<file path="src/hw/rtl/tfv_pkg.sv">
// Shared types and codes for the TLV frame validator.
// No dependencies.
package tfv_pkg;

  typedef enum logic [2:0] {
    STATUS_ACCEPT     = 3'd0,
    STATUS_COMPAT     = 3'd1,
    STATUS_BAD_MAGIC  = 3'd2,
    STATUS_BAD_LENCMD = 3'd3,
    STATUS_BAD_STRUCT = 3'd4
  } status_t;

  typedef enum logic [2:0] {
    REG_MAGIC_FIRST   = 3'd0,
    REG_MAGIC_SECOND  = 3'd1,
    REG_CMD_PROPERTY  = 3'd2,
    REG_CMD_FACTORY   = 3'd3,
    REG_CMD_BOOTSTRAP = 3'd4,
    REG_CMD_COMPAT    = 3'd5
  } reg_index_t;

  typedef struct packed {
    logic [7:0] magic_first;
    logic [7:0] magic_second;
    logic [7:0] cmd_property;
    logic [7:0] cmd_factory;
    logic [7:0] cmd_bootstrap;
    logic [7:0] cmd_compat;
  } cfg_t;

  typedef struct packed {
    logic [8:0] rx_length;
    logic [7:0] command_code;
    status_t    status;
  } result_t;

  localparam int unsigned MIN_FRAME = 8;

endpackage

</file>
<file path="src/hw/rtl/tfv_parser.sv">
// Input register, per-frame parse state and end-of-frame verdict.
// Depends on tfv_pkg.
module tfv_parser #(
  parameter int unsigned FRAME_MAX = 256
) (
  input  logic             clk,
  input  logic             rst,
  input  tfv_pkg::cfg_t    cfg,
  input  logic             in_valid,
  input  logic [7:0]       in_data,
  input  logic             in_last,
  output logic             in_ready,
  input  logic             out_space,
  output logic             res_push,
  output tfv_pkg::result_t res
);

  localparam int unsigned CNT_W = $clog2(FRAME_MAX + 1);
  localparam logic [CNT_W-1:0] FRAME_MAX_C = CNT_W'(FRAME_MAX);

  typedef enum logic [1:0] {
    PH_TYPE = 2'd0,
    PH_LEN_HI = 2'd1,
    PH_LEN_LO = 2'd2,
    PH_BODY = 2'd3
  } phase_t;

  logic             s1_valid;
  logic [7:0]       s1_byte;
  logic             s1_last;
  logic             consume;

  logic [CNT_W-1:0] byte_count, byte_count_next;
  logic [15:0]      len_field, len_field_next;
  logic [7:0]       command_seen, command_seen_next;
  logic             header_error, header_error_next;
  phase_t           seg_phase, seg_phase_next;
  logic [15:0]      seg_remaining, seg_remaining_next;
  phase_t           fld_phase, fld_phase_next;
  logic [15:0]      fld_remaining, fld_remaining_next;
  logic [7:0]       len_hold, len_hold_next;
  logic             structure_error, structure_error_next;
  logic             overflow, overflow_next;

  logic [31:0]      count_ext;
  logic [15:0]      expected_length;
  logic             cmd_known;

  assign consume  = s1_valid && (!s1_last || out_space);
  assign in_ready = !s1_valid || consume;

  always_ff @(posedge clk) begin
    if (rst) begin
      s1_valid <= 1'b0;
    end else if (in_ready) begin
      s1_valid <= in_valid;
    end
    if (in_ready && in_valid) begin
      s1_byte <= in_data;
      s1_last <= in_last;
    end
  end

  always_comb begin
    phase_t      fph;
    logic [15:0] frem;
    logic [7:0]  fhold;
    byte_count_next      = byte_count;
    len_field_next       = len_field;
    command_seen_next    = command_seen;
    header_error_next    = header_error;
    seg_phase_next       = seg_phase;
    seg_remaining_next   = seg_remaining;
    fld_phase_next       = fld_phase;
    fld_remaining_next   = fld_remaining;
    len_hold_next        = len_hold;
    structure_error_next = structure_error;
    overflow_next        = overflow;
    fph   = fld_phase;
    frem  = fld_remaining;
    fhold = len_hold;

    unique case (fld_phase)
      PH_TYPE: begin
        fph = PH_LEN_HI;
      end
      PH_LEN_HI: begin
        fhold = s1_byte;
        fph   = PH_LEN_LO;
      end
      PH_LEN_LO: begin
        frem = {len_hold, s1_byte};
        fph  = (frem != 16'd0) ? PH_BODY : PH_TYPE;
      end
      PH_BODY: begin
        frem = fld_remaining - 16'd1;
        if (frem == 16'd0) begin
          fph = PH_TYPE;
        end
      end
      default: ;
    endcase

    if (byte_count < FRAME_MAX_C) begin
      byte_count_next = byte_count + CNT_W'(1);
      priority if (byte_count == CNT_W'(0)) begin
        if (s1_byte != cfg.magic_first) header_error_next = 1'b1;
      end else if (byte_count == CNT_W'(1)) begin
        if (s1_byte != cfg.magic_second) header_error_next = 1'b1;
      end else if (byte_count == CNT_W'(2)) begin
        len_field_next = {s1_byte, 8'd0};
      end else if (byte_count == CNT_W'(3)) begin
        len_field_next = {len_field[15:8], s1_byte};
      end else if (byte_count == CNT_W'(4)) begin
        command_seen_next = s1_byte;
      end else begin
        unique case (seg_phase)
          PH_TYPE: begin
            seg_phase_next = PH_LEN_HI;
          end
          PH_LEN_HI: begin
            len_hold_next  = s1_byte;
            seg_phase_next = PH_LEN_LO;
          end
          PH_LEN_LO: begin
            seg_remaining_next = {len_hold, s1_byte};
            fld_phase_next     = PH_TYPE;
            fld_remaining_next = 16'd0;
            seg_phase_next     = ({len_hold, s1_byte} != 16'd0) ? PH_BODY : PH_TYPE;
          end
          PH_BODY: begin
            fld_phase_next     = fph;
            fld_remaining_next = frem;
            len_hold_next      = fhold;
            seg_remaining_next = seg_remaining - 16'd1;
            if (seg_remaining == 16'd1) begin
              if (fph != PH_TYPE) structure_error_next = 1'b1;
              fld_phase_next     = PH_TYPE;
              fld_remaining_next = 16'd0;
              seg_phase_next     = PH_TYPE;
            end
          end
          default: ;
        endcase
      end
    end else begin
      overflow_next = 1'b1;
    end
  end

  assign count_ext       = 32'(byte_count_next);
  assign expected_length = 16'(count_ext - 32'd4);
  assign cmd_known = (command_seen_next == cfg.cmd_property) ||
                     (command_seen_next == cfg.cmd_factory) ||
                     (command_seen_next == cfg.cmd_bootstrap) ||
                     (command_seen_next == cfg.cmd_compat);

  always_ff @(posedge clk) begin
    if (rst || (consume && s1_last)) begin
      byte_count      <= '0;
      len_field       <= '0;
      command_seen    <= '0;
      header_error    <= 1'b0;
      seg_phase       <= PH_TYPE;
      seg_remaining   <= '0;
      fld_phase       <= PH_TYPE;
      fld_remaining   <= '0;
      len_hold        <= '0;
      structure_error <= 1'b0;
      overflow        <= 1'b0;
    end else if (consume) begin
      byte_count      <= byte_count_next;
      len_field       <= len_field_next;
      command_seen    <= command_seen_next;
      header_error    <= header_error_next;
      seg_phase       <= seg_phase_next;
      seg_remaining   <= seg_remaining_next;
      fld_phase       <= fld_phase_next;
      fld_remaining   <= fld_remaining_next;
      len_hold        <= len_hold_next;
      structure_error <= structure_error_next;
      overflow        <= overflow_next;
    end
  end

  assign res_push = consume && s1_last;

  always_comb begin
    res.command_code = command_seen_next;
    res.rx_length    = count_ext[8:0];
    priority if (header_error_next) begin
      res.status = tfv_pkg::STATUS_BAD_MAGIC;
    end else if (overflow_next || (count_ext < 32'(tfv_pkg::MIN_FRAME)) ||
                 (len_field_next != expected_length) || !cmd_known) begin
      res.status = tfv_pkg::STATUS_BAD_LENCMD;
    end else if (command_seen_next == cfg.cmd_compat) begin
      res.status = tfv_pkg::STATUS_COMPAT;
    end else if (structure_error_next || (seg_phase_next != PH_TYPE)) begin
      res.status = tfv_pkg::STATUS_BAD_STRUCT;
    end else begin
      res.status = tfv_pkg::STATUS_ACCEPT;
    end
  end

endmodule

</file>
<file path="src/hw/rtl/tfv_result_fifo.sv">
// Two-entry result queue; decouples verdicts from the output stream.
// Depends on tfv_pkg.
module tfv_result_fifo (
  input  logic             clk,
  input  logic             rst,
  input  logic             push,
  input  tfv_pkg::result_t push_data,
  output logic             space,
  output logic             m_valid,
  input  logic             m_ready,
  output tfv_pkg::result_t m_data
);

  tfv_pkg::result_t entries [2];
  logic             wr_ptr;
  logic             rd_ptr;
  logic [1:0]       count;
  logic             pop;

  assign pop     = m_valid && m_ready;
  assign m_valid = (count != 2'd0);
  assign space   = (count != 2'd2);
  assign m_data  = entries[rd_ptr];

  always_ff @(posedge clk) begin
    if (rst) begin
      wr_ptr <= 1'b0;
      rd_ptr <= 1'b0;
      count  <= 2'd0;
    end else begin
      if (push) wr_ptr <= ~wr_ptr;
      if (pop) rd_ptr <= ~rd_ptr;
      count <= count + 2'(push) - 2'(pop);
    end
    if (push) begin
      entries[wr_ptr] <= push_data;
    end
  end

endmodule

</file>
<file path="src/hw/rtl/tlv_frame_validator.sv">
// Top level of the TLV frame validator: configuration registers, parser, result queue.
// Depends on tfv_pkg, tfv_parser and tfv_result_fifo.
//
//  channel  | direction | content
//  s_*      | in        | one frame byte per request, tlast on the final byte
//  m_*      | out       | one verdict per frame
//  cfg_*    | in        | register write, indexes 0..5
//
// One byte per cycle sustained until a last byte meets a full result queue; a verdict passes
// through the input register, then the result queue. The result queue holds two verdicts; when
// it is full a last byte waits in the input register. Reset clears frame state
// and loads the register defaults.
module tlv_frame_validator #(
  parameter int unsigned FRAME_MAX = 256
) (
  input  logic        clk,
  input  logic        rst,
  input  logic        s_tvalid,
  output logic        s_tready,
  input  logic [7:0]  s_tdata,   // data_byte[7:0]
  input  logic        s_tlast,
  output logic        m_tvalid,
  input  logic        m_tready,
  output logic [23:0] m_tdata,   // status[2:0], command_code[10:3], rx_length[19:11], zero
  input  logic        cfg_we,
  input  logic [2:0]  cfg_index,
  input  logic [7:0]  cfg_data
);

  tfv_pkg::cfg_t    cfg;
  tfv_pkg::result_t res;
  tfv_pkg::result_t out_res;
  logic             res_push;
  logic             out_space;

  always_ff @(posedge clk) begin
    if (rst) begin
      cfg.magic_first   <= 8'd170;
      cfg.magic_second  <= 8'd85;
      cfg.cmd_property  <= 8'd1;
      cfg.cmd_factory   <= 8'd2;
      cfg.cmd_bootstrap <= 8'd3;
      cfg.cmd_compat    <= 8'd4;
    end else if (cfg_we) begin
      unique case (cfg_index)
        tfv_pkg::REG_MAGIC_FIRST:   cfg.magic_first   <= cfg_data;
        tfv_pkg::REG_MAGIC_SECOND:  cfg.magic_second  <= cfg_data;
        tfv_pkg::REG_CMD_PROPERTY:  cfg.cmd_property  <= cfg_data;
        tfv_pkg::REG_CMD_FACTORY:   cfg.cmd_factory   <= cfg_data;
        tfv_pkg::REG_CMD_BOOTSTRAP: cfg.cmd_bootstrap <= cfg_data;
        tfv_pkg::REG_CMD_COMPAT:    cfg.cmd_compat    <= cfg_data;
        default: ;
      endcase
    end
  end

  tfv_parser #(
    .FRAME_MAX(FRAME_MAX)
  ) u_parser (
    .clk      (clk),
    .rst      (rst),
    .cfg      (cfg),
    .in_valid (s_tvalid),
    .in_data  (s_tdata),
    .in_last  (s_tlast),
    .in_ready (s_tready),
    .out_space(out_space),
    .res_push (res_push),
    .res      (res)
  );

  tfv_result_fifo u_fifo (
    .clk      (clk),
    .rst      (rst),
    .push     (res_push),
    .push_data(res),
    .space    (out_space),
    .m_valid  (m_tvalid),
    .m_ready  (m_tready),
    .m_data   (out_res)
  );

  assign m_tdata = {4'd0, out_res.rx_length, out_res.command_code, out_res.status};

  a_push_visible: assert property (@(posedge clk) disable iff (rst)
    res_push |=> m_tvalid)
    else $error("verdict pushed but output not valid");

  a_push_has_room: assert property (@(posedge clk) disable iff (rst)
    res_push |-> out_space)
    else $error("verdict pushed into full queue");

  a_status_range: assert property (@(posedge clk) disable iff (rst)
    m_tvalid |-> (m_tdata[2:0] <= 3'd4))
    else $error("status code out of range");

  a_reset_empty: assert property (@(posedge clk)
    rst |=> !m_tvalid)
    else $error("output valid straight after reset");

endmodule
</file>
<file path="config.mk">
export PLATFORM = sky130hd
export DESIGN_NAME = tlv_frame_validator
export DESIGN_NICKNAME = d
export VERILOG_FILES = /design/src/hw/rtl/tfv_pkg.sv /design/src/hw/rtl/tfv_parser.sv /design/src/hw/rtl/tfv_result_fifo.sv /design/src/hw/rtl/tlv_frame_validator.sv
export SDC_FILE = /design/constraint.sdc
export NUM_CORES = 1
export LEC_CHECK = 0
export ABC_CLOCK_PERIOD_IN_PS = 6200
export BUFFER_PORTS_ARGS = -buffer_cell sky130_fd_sc_hd__buf_2
export CAP_MARGIN = 5
export CORE_MARGIN = 2
export CORE_UTILIZATION = 40
export CTS_BUF_LIST = sky130_fd_sc_hd__clkbuf_8
export DETAILED_ROUTE_END_ITERATION = 6
export GPL_TIMING_DRIVEN = 1
export PLACE_DENSITY = 0.6
export SYNTH_ARGS = -nofsm -noshare
export SYNTH_HDL_FRONTEND = slang
export SYNTH_SLANG_ARGS = --single-unit
</file>
<file path="constraint.sdc">
create_clock -name clk -period 6.2 [get_ports clk]
set_clock_uncertainty 0.05 [all_clocks]
set_input_delay 0.31 -clock clk [delete_from_list [all_inputs] [get_ports clk]]
set_output_delay 0.31 -clock clk [all_outputs]
set_load 0.005 [all_outputs]
</file>
After elaboration in Yosys (flattened, before gate mapping)
Memories as Yosys holds them, arrays and structs flattened. A register that Yosys moved wholly into a read port is not among the register bits.
Cells that the tools add are included.
Widths: inputs -> output; s select.
{"block": "op_classes", "n_mux": 54, "bitwise_logic": 7, "n_eq_ne": 26, "n_addsub": 6, "order_cmp": 2, "reduce_logical": 37}
{"op": "$pmux 16 s2", "n": 3}
{"op": "$mux 16", "n": 5}
{"op": "$mux 8", "n": 8}
{"op": "$eq 8x8->1", "n": 4}
{"op": "$sub 16x1->16 const B", "n": 2}
{"op": "$mux 2", "n": 10}
{"op": "$mux 1", "n": 19}
{"op": "$eq 9x2->1 const B", "n": 2}
{"op": "$reduce_and 9->1", "n": 2}
{"op": "$eq 16x1->1 const B", "n": 1}
{"op": "$logic_not 16->1", "n": 1}
{"op": "$ne 16x16->1", "n": 1}
{"op": "$ne 8x8->1", "n": 2}
{"op": "$pmux 2 s4", "n": 2}
{"op": "$pmux 8 s2", "n": 1}
{"op": "$reduce_bool 16->1", "n": 1}
{"op": "$mux 3", "n": 4}
{"op": "$reduce_and 2->1", "n": 6}
{"op": "$logic_or 1x1->1", "n": 10}
{"op": "$reduce_bool 2->1", "n": 5}
{"op": "$sub 9x3->10 const B", "n": 1}
{"op": "$add 9x1->9 const B", "n": 1}
{"op": "$eq 9x1->1 const B", "n": 1}
{"op": "$eq 9x3->1 const B", "n": 1}
{"op": "20 further kinds", "n": 39}
{"block": "word_totals", "memories": 1, "in_bits": 25, "regBits": 142, "output_inout_bits": 26, "ramBits": 40}
{"memory": "u_fifo.entries", "depth": 2, "width": 20, "rd": 1, "rd_clocked_by_memory_dff": 1, "write_ports": 1, "line": "tfv_result_fifo.sv:14", "source": "tfv_pkg::result_t entries [2];"}

Logic depth before layout (Yosys ltp)
{"block": "logic_depth", "ltp_word": 19, "depth_mapped": 14}

By module
From an unflattened synthesis, not the netlist that was laid out.
{"block": "unflattened", "cells_unflattened": 1131, "hier_area_um2": 10054.6}
{"mod": "tfv_parser", "seq_area_each_um2": 1891.8, "cells_per_inst": 859, "area_each_um2": 6393.6, "instances": 1}
{"mod": "tlv_frame_validator", "seq_area_each_um2": 960.9, "cells_per_inst": 187, "area_each_um2": 1976.9, "instances": 1}
{"mod": "tfv_result_fifo", "seq_area_each_um2": 1301.2, "cells_per_inst": 85, "area_each_um2": 1684.1, "instances": 1}

Worst setup path after synthesis
OpenSTA, ideal clock, no wires.
{"block": "synth_timing", "path_kind": "register to register", "start": "register u_parser.byte_count[0]", "end": "memory u_fifo.entries[0][2] in the netlist's numbering (data pin)", "period_less_slack_ns": 3.101, "arrival_ns": 2.913, "stages_incl_launch_ff": 13, "path_slack_ns": 3.099, "setup_ns": 0.138, "path_buffers": 1, "cell_sequence": "dfxtp_1 ha_1 nor2b_1 clkbuf_1 xnor2_1 ha_1 inv_1 or2_2 or3b_1 a21boi_1 a211oi_1 nor4_1 o2111a_1"}
{"element": "start: declaration", "line": "tfv_parser.sv:33", "source": "logic [CNT_W-1:0] byte_count, byte_count_next;"}
{"element": "start signal: assignment", "line": "tfv_parser.sv:172", "source": "byte_count <= byte_count_next;"}
{"element": "end: declaration", "line": "tfv_result_fifo.sv:14"}

Final worst setup path
{"block": "layout_timing", "start": "register u_parser.byte_count[0]", "end": "register u_parser.fld_remaining[1]"}
{"block": "layout_via", "elab_chain_len": 3}
{"element": "branches (longest 2 deep; another with $lt 9x9->1)"}
{"element": "$reduce_and 9->1 (no line) (*)"}
{"element": "end signal: assignment", "line": "tfv_parser.sv:179", "source": "fld_remaining <= fld_remaining_next;"}
{"element": "end: declaration", "line": "tfv_parser.sv:40", "source": "logic [15:0] fld_remaining, fld_remaining_next;"}
Every way passes the cells marked *.
A chain may end at the register's enable or synchronous reset.

==> flow_summary.json <==
{
  "power.net_switching_w": 0.000731,
  "finalHoldViolCount": 0,
  "leakagePower_nw": 3.74,
  "ant_nets": 0,
  "ir_worst_vdd_mv": 0.134,
  "crit_chain": "inv_1 > ha_1 > nor3_1 > o21bai_1 > a311oi_1 > and2_1 > o21ai_1 > a2111oi_0 > a21oi_1 > nor2_1",
  "drv_cap": 0,
  "antenna_found_initial": 0,
  "viasPerCell": 5.41,
  "path_buf_inv": 1,
  "cp.arrival_ns": 4.30,
  "finalWirelength_mm": 24.0,
  "combPwrFrac_pct": 12.3,
  "htree_levels": 4,
  "synthArstFlopShare_pct": 0,
  "synth.avg_cell_area_um2": 8.61,
  "crit_family": "compound AO/OA/AOI/OAI gates",
  "drv_slew": 0,
  "track_usage_pct": 19.7,
  "cts_setup_buffers": 0,
  "fin_crit_ns": 3.93,
  "required_ns": 6.57,
  "grt_remaining_overflow": 0,
  "seq_area_frac_synth_pct": 43.9,
  "synth-edff-count": 49,
  "wl_per_cell_um": 16.8,
  "antenna_cells": 0,
  "die_w_um": 158,
  "status": "finished clean",
  "port-buffer-count": 46,
  "ys_seq_elements": 183,
  "p_clk_share_pct": 34.4,
  "slew-limit-headroom_pct": 34.0,
  "ys_warn_count": 0,
  "fmax_mhz": 254,
  "period_share_pct": 63.4,
  "final_util_pct": 44.3,
  "nets": 1135,
  "io_pins": 51,
  "cpPeakStageDelay_ns": 0.83,
  "grt_pass1_wl_mm": 38.5,
  "cts_buffer_depth": 2,
  "fp.dieH_um": 158,
  "die_area_mm2": 0.0249,
  "swShare_pct": 29.8,
  "rsz0062_at_grt": "no",
  "area_growth_pct": 9.18,
  "end_kind": "register",
  "rows": 56,
  "cts.sinks": 183,
  "crit_fanout": 27,
  "grt_max_degree": 78,
  "dp_hpwl_mm": 16.0,
  "routabilityCongestion": 0.825,
  "start_kind": "register",
  "vias": 7736,
  "worstSkewPairLatency_ns": 0.48,
  "seq_power_share_pct": 53.3,
  "yosysUniqueCellTypes": 67,
  "first_pass_iters": 5,
  "crit_type": "register to register",
  "cts_buffers": 17,
  "dominantRegCellSynth": "dfxtp_1",
  "tritoncts": "done",
  "drt_iter0_drc": 682,
  "hold_path.class": "input port to register",
  "setup_viol": 0,
  "powerDensity_mw_per_mm2": 237,
  "drive_above_1_share_pct": 11.2,
  "crit_path_top_delay_cell": "and2_1",
  "cts_root_buffer": "clkbuf_8",
  "tightest_slew_ns": 0.990,
  "syn-cell-area_mm2": 0.00946,
  "synthCells": 1099,
  "start_util_pct": 40.6,
  "drc": 0,
  "postCtsResizedCells": 0,
  "coreArea_mm2": 0.0233,
  "internal-power_w": 0.00172,
  "timing.setup.tns_ns": 0,
  "rrSetupSlack_ns": 2.27,
  "clkTransAtPathRegs_ns": 0.12,
  "grt_pass1_vias": 7111
}
cells in the mapped netlist (7+ instances only):
cell	instances	area (µm²)
a211oi_1	8	60.1
a21oi_1	84	420
a22oi_1	30	225
a31oi_1	7	43.8
and2_1	11	68.8
and3_1	11	68.8
clkbuf_1	75	282
dfxtp_1	134	2680
edfxtp_1	49	1470
ha_1	11	138
inv_1	28	105
mux2_2	26	293
mux2i_1	17	170
nand2_1	184	691
nand3_1	18	90.1
nand3b_1	18	135
nand4_1	8	50.1
nor2_1	97	364
nor3_1	25	125
nor4_1	18	113
o21ai_0	34	170
o22ai_1	7	43.8
or4_1	8	60.1
xnor2_1	41	359
xor2_1	49	429
power by group through the flow:
stage	Sequential (W)	Combinational [W]	Clock [W]
2_1_floorplan	0.00130	0.000220	0
3_3_place_gp	0.00133	0.000296	0
3_5_place_dp	0.00133	0.000297	0
4_1_cts	0.00131	0.000303	0.000862
5_1_grt	0.00131	0.000333	0.000901
6_report	0.00131	0.000301	0.000844
layout make-up:
cell class              count  area, µm²
fillers                  2342      13000
multi-input cells         806       4870
flip-flops and latches    183       4150
well taps                 319        399
repair buffers             63        380
clock buffers              17        234
clock inverters            15        188
inverters                  28        105
worst paths after layout:
kind	cells past startpoint	to	from
worst min register to register	2	u_parser.len_field[15]	u_parser.len_field[15]
worst min-delay path	3	u_parser.s1_valid	s_tvalid
worst max register to register	10	u_parser.fld_remaining[1]	u_parser.byte_count[0]
worst max-delay path	10	u_parser.fld_remaining[1]	u_parser.byte_count[0]
through the flow:
stage                     power [W]  cells  worst slack (ns)  cell area [µm²]  hold slack [ns]
final                       0.00245   1431              2.27            10300           0.0227
after floorplan             0.00152   1102              3.10             9470            0.359
after detailed placement    0.00163   1390              2.33             9820            0.392
after global placement      0.00163   1390              2.49             9820            0.385
after CTS                   0.00247   1431              2.31            10300        0.0000221
after global routing        0.00255   1431              1.71            10300           0.0277
cells by family (layout without fill, tap and decap cells):
logic type,count (synthesis),after routing,share of synthesized area [%]
muxes,43,43,4.89
AOI/OAI and AO/OA,217,217,14.4
DFF,183,183,43.9
adders and majority gates,11,11,1.45
xor gates and xnor gates,91,91,8.57
buffers and inverters,113,123,4.77
and+or+nand+nor,440,440,22.0
other,1,4,0.0396
worst register-to-register path, cell delays in order (launching register included):
cell and delay, ns:
dfxtp_1 0.47, inv_1 0.11, ha_1 0.26, nor3_1 0.16, o21bai_1 0.10, a311oi_1 0.68, and2_1 0.83, o21ai_1 0.52
a2111oi_0 0.52, a21oi_1 0.08, nor2_1 0.10
layer usage:
metal  global-route usage, %  part of all wire, %  up-vias
li1                        -                    -     3838
met1                    27.5                   48     3705
met2                    31.4                   46      163
met3                    2.49                  3.6       30
met4                    6.75                  2.0        0
met5                       0                    0        -
placed cells by master (no fill, tap or decap), types with 7 or more instances in the layout:
cell type,count
nand2_1,184
dfxtp_1,134
nor2_1,97
a21oi_1,84
xor2_1,49
edfxtp_1,49
buf_2,46
xnor2_1,41
o21ai_0,34
a22oi_1,30
inv_1,28
mux2_2,26
nor3_1,25
nand3_1,18
nor4_1,18
nand3b_1,18
mux2i_1,17
clkbuf_8,17
and3_1,11
and2_1,11
ha_1,11
dlygate4sd3_1,9
nand4_1,8
a211oi_1,8
or4_1,8
buf_4,8
o22ai_1,7
a31oi_1,7
flip-flops by register name, summed over array words and instances, names as in the netlist, 2 cells and up, named ones only:
signal / count
cfg: 48
u_fifo.count: 2
u_parser.byte_count: 9
u_parser.fld_remaining: 16
u_fifo.entries: 40
u_parser.s1_byte: 8
u_parser.seg_remaining: 16
u_parser.len_field: 16
u_parser.len_hold: 8
u_parser.fld_phase: 2
u_parser.seg_phase: 2
u_parser.command_seen: 8
repair_timing:
action | in CTS | in global routing
endpoints found under the hold margin | 9 | 0
endpoints found under the setup margin | 0 | 0
hold buffers | 9 | 0
(Power assumes the default switching activity.)
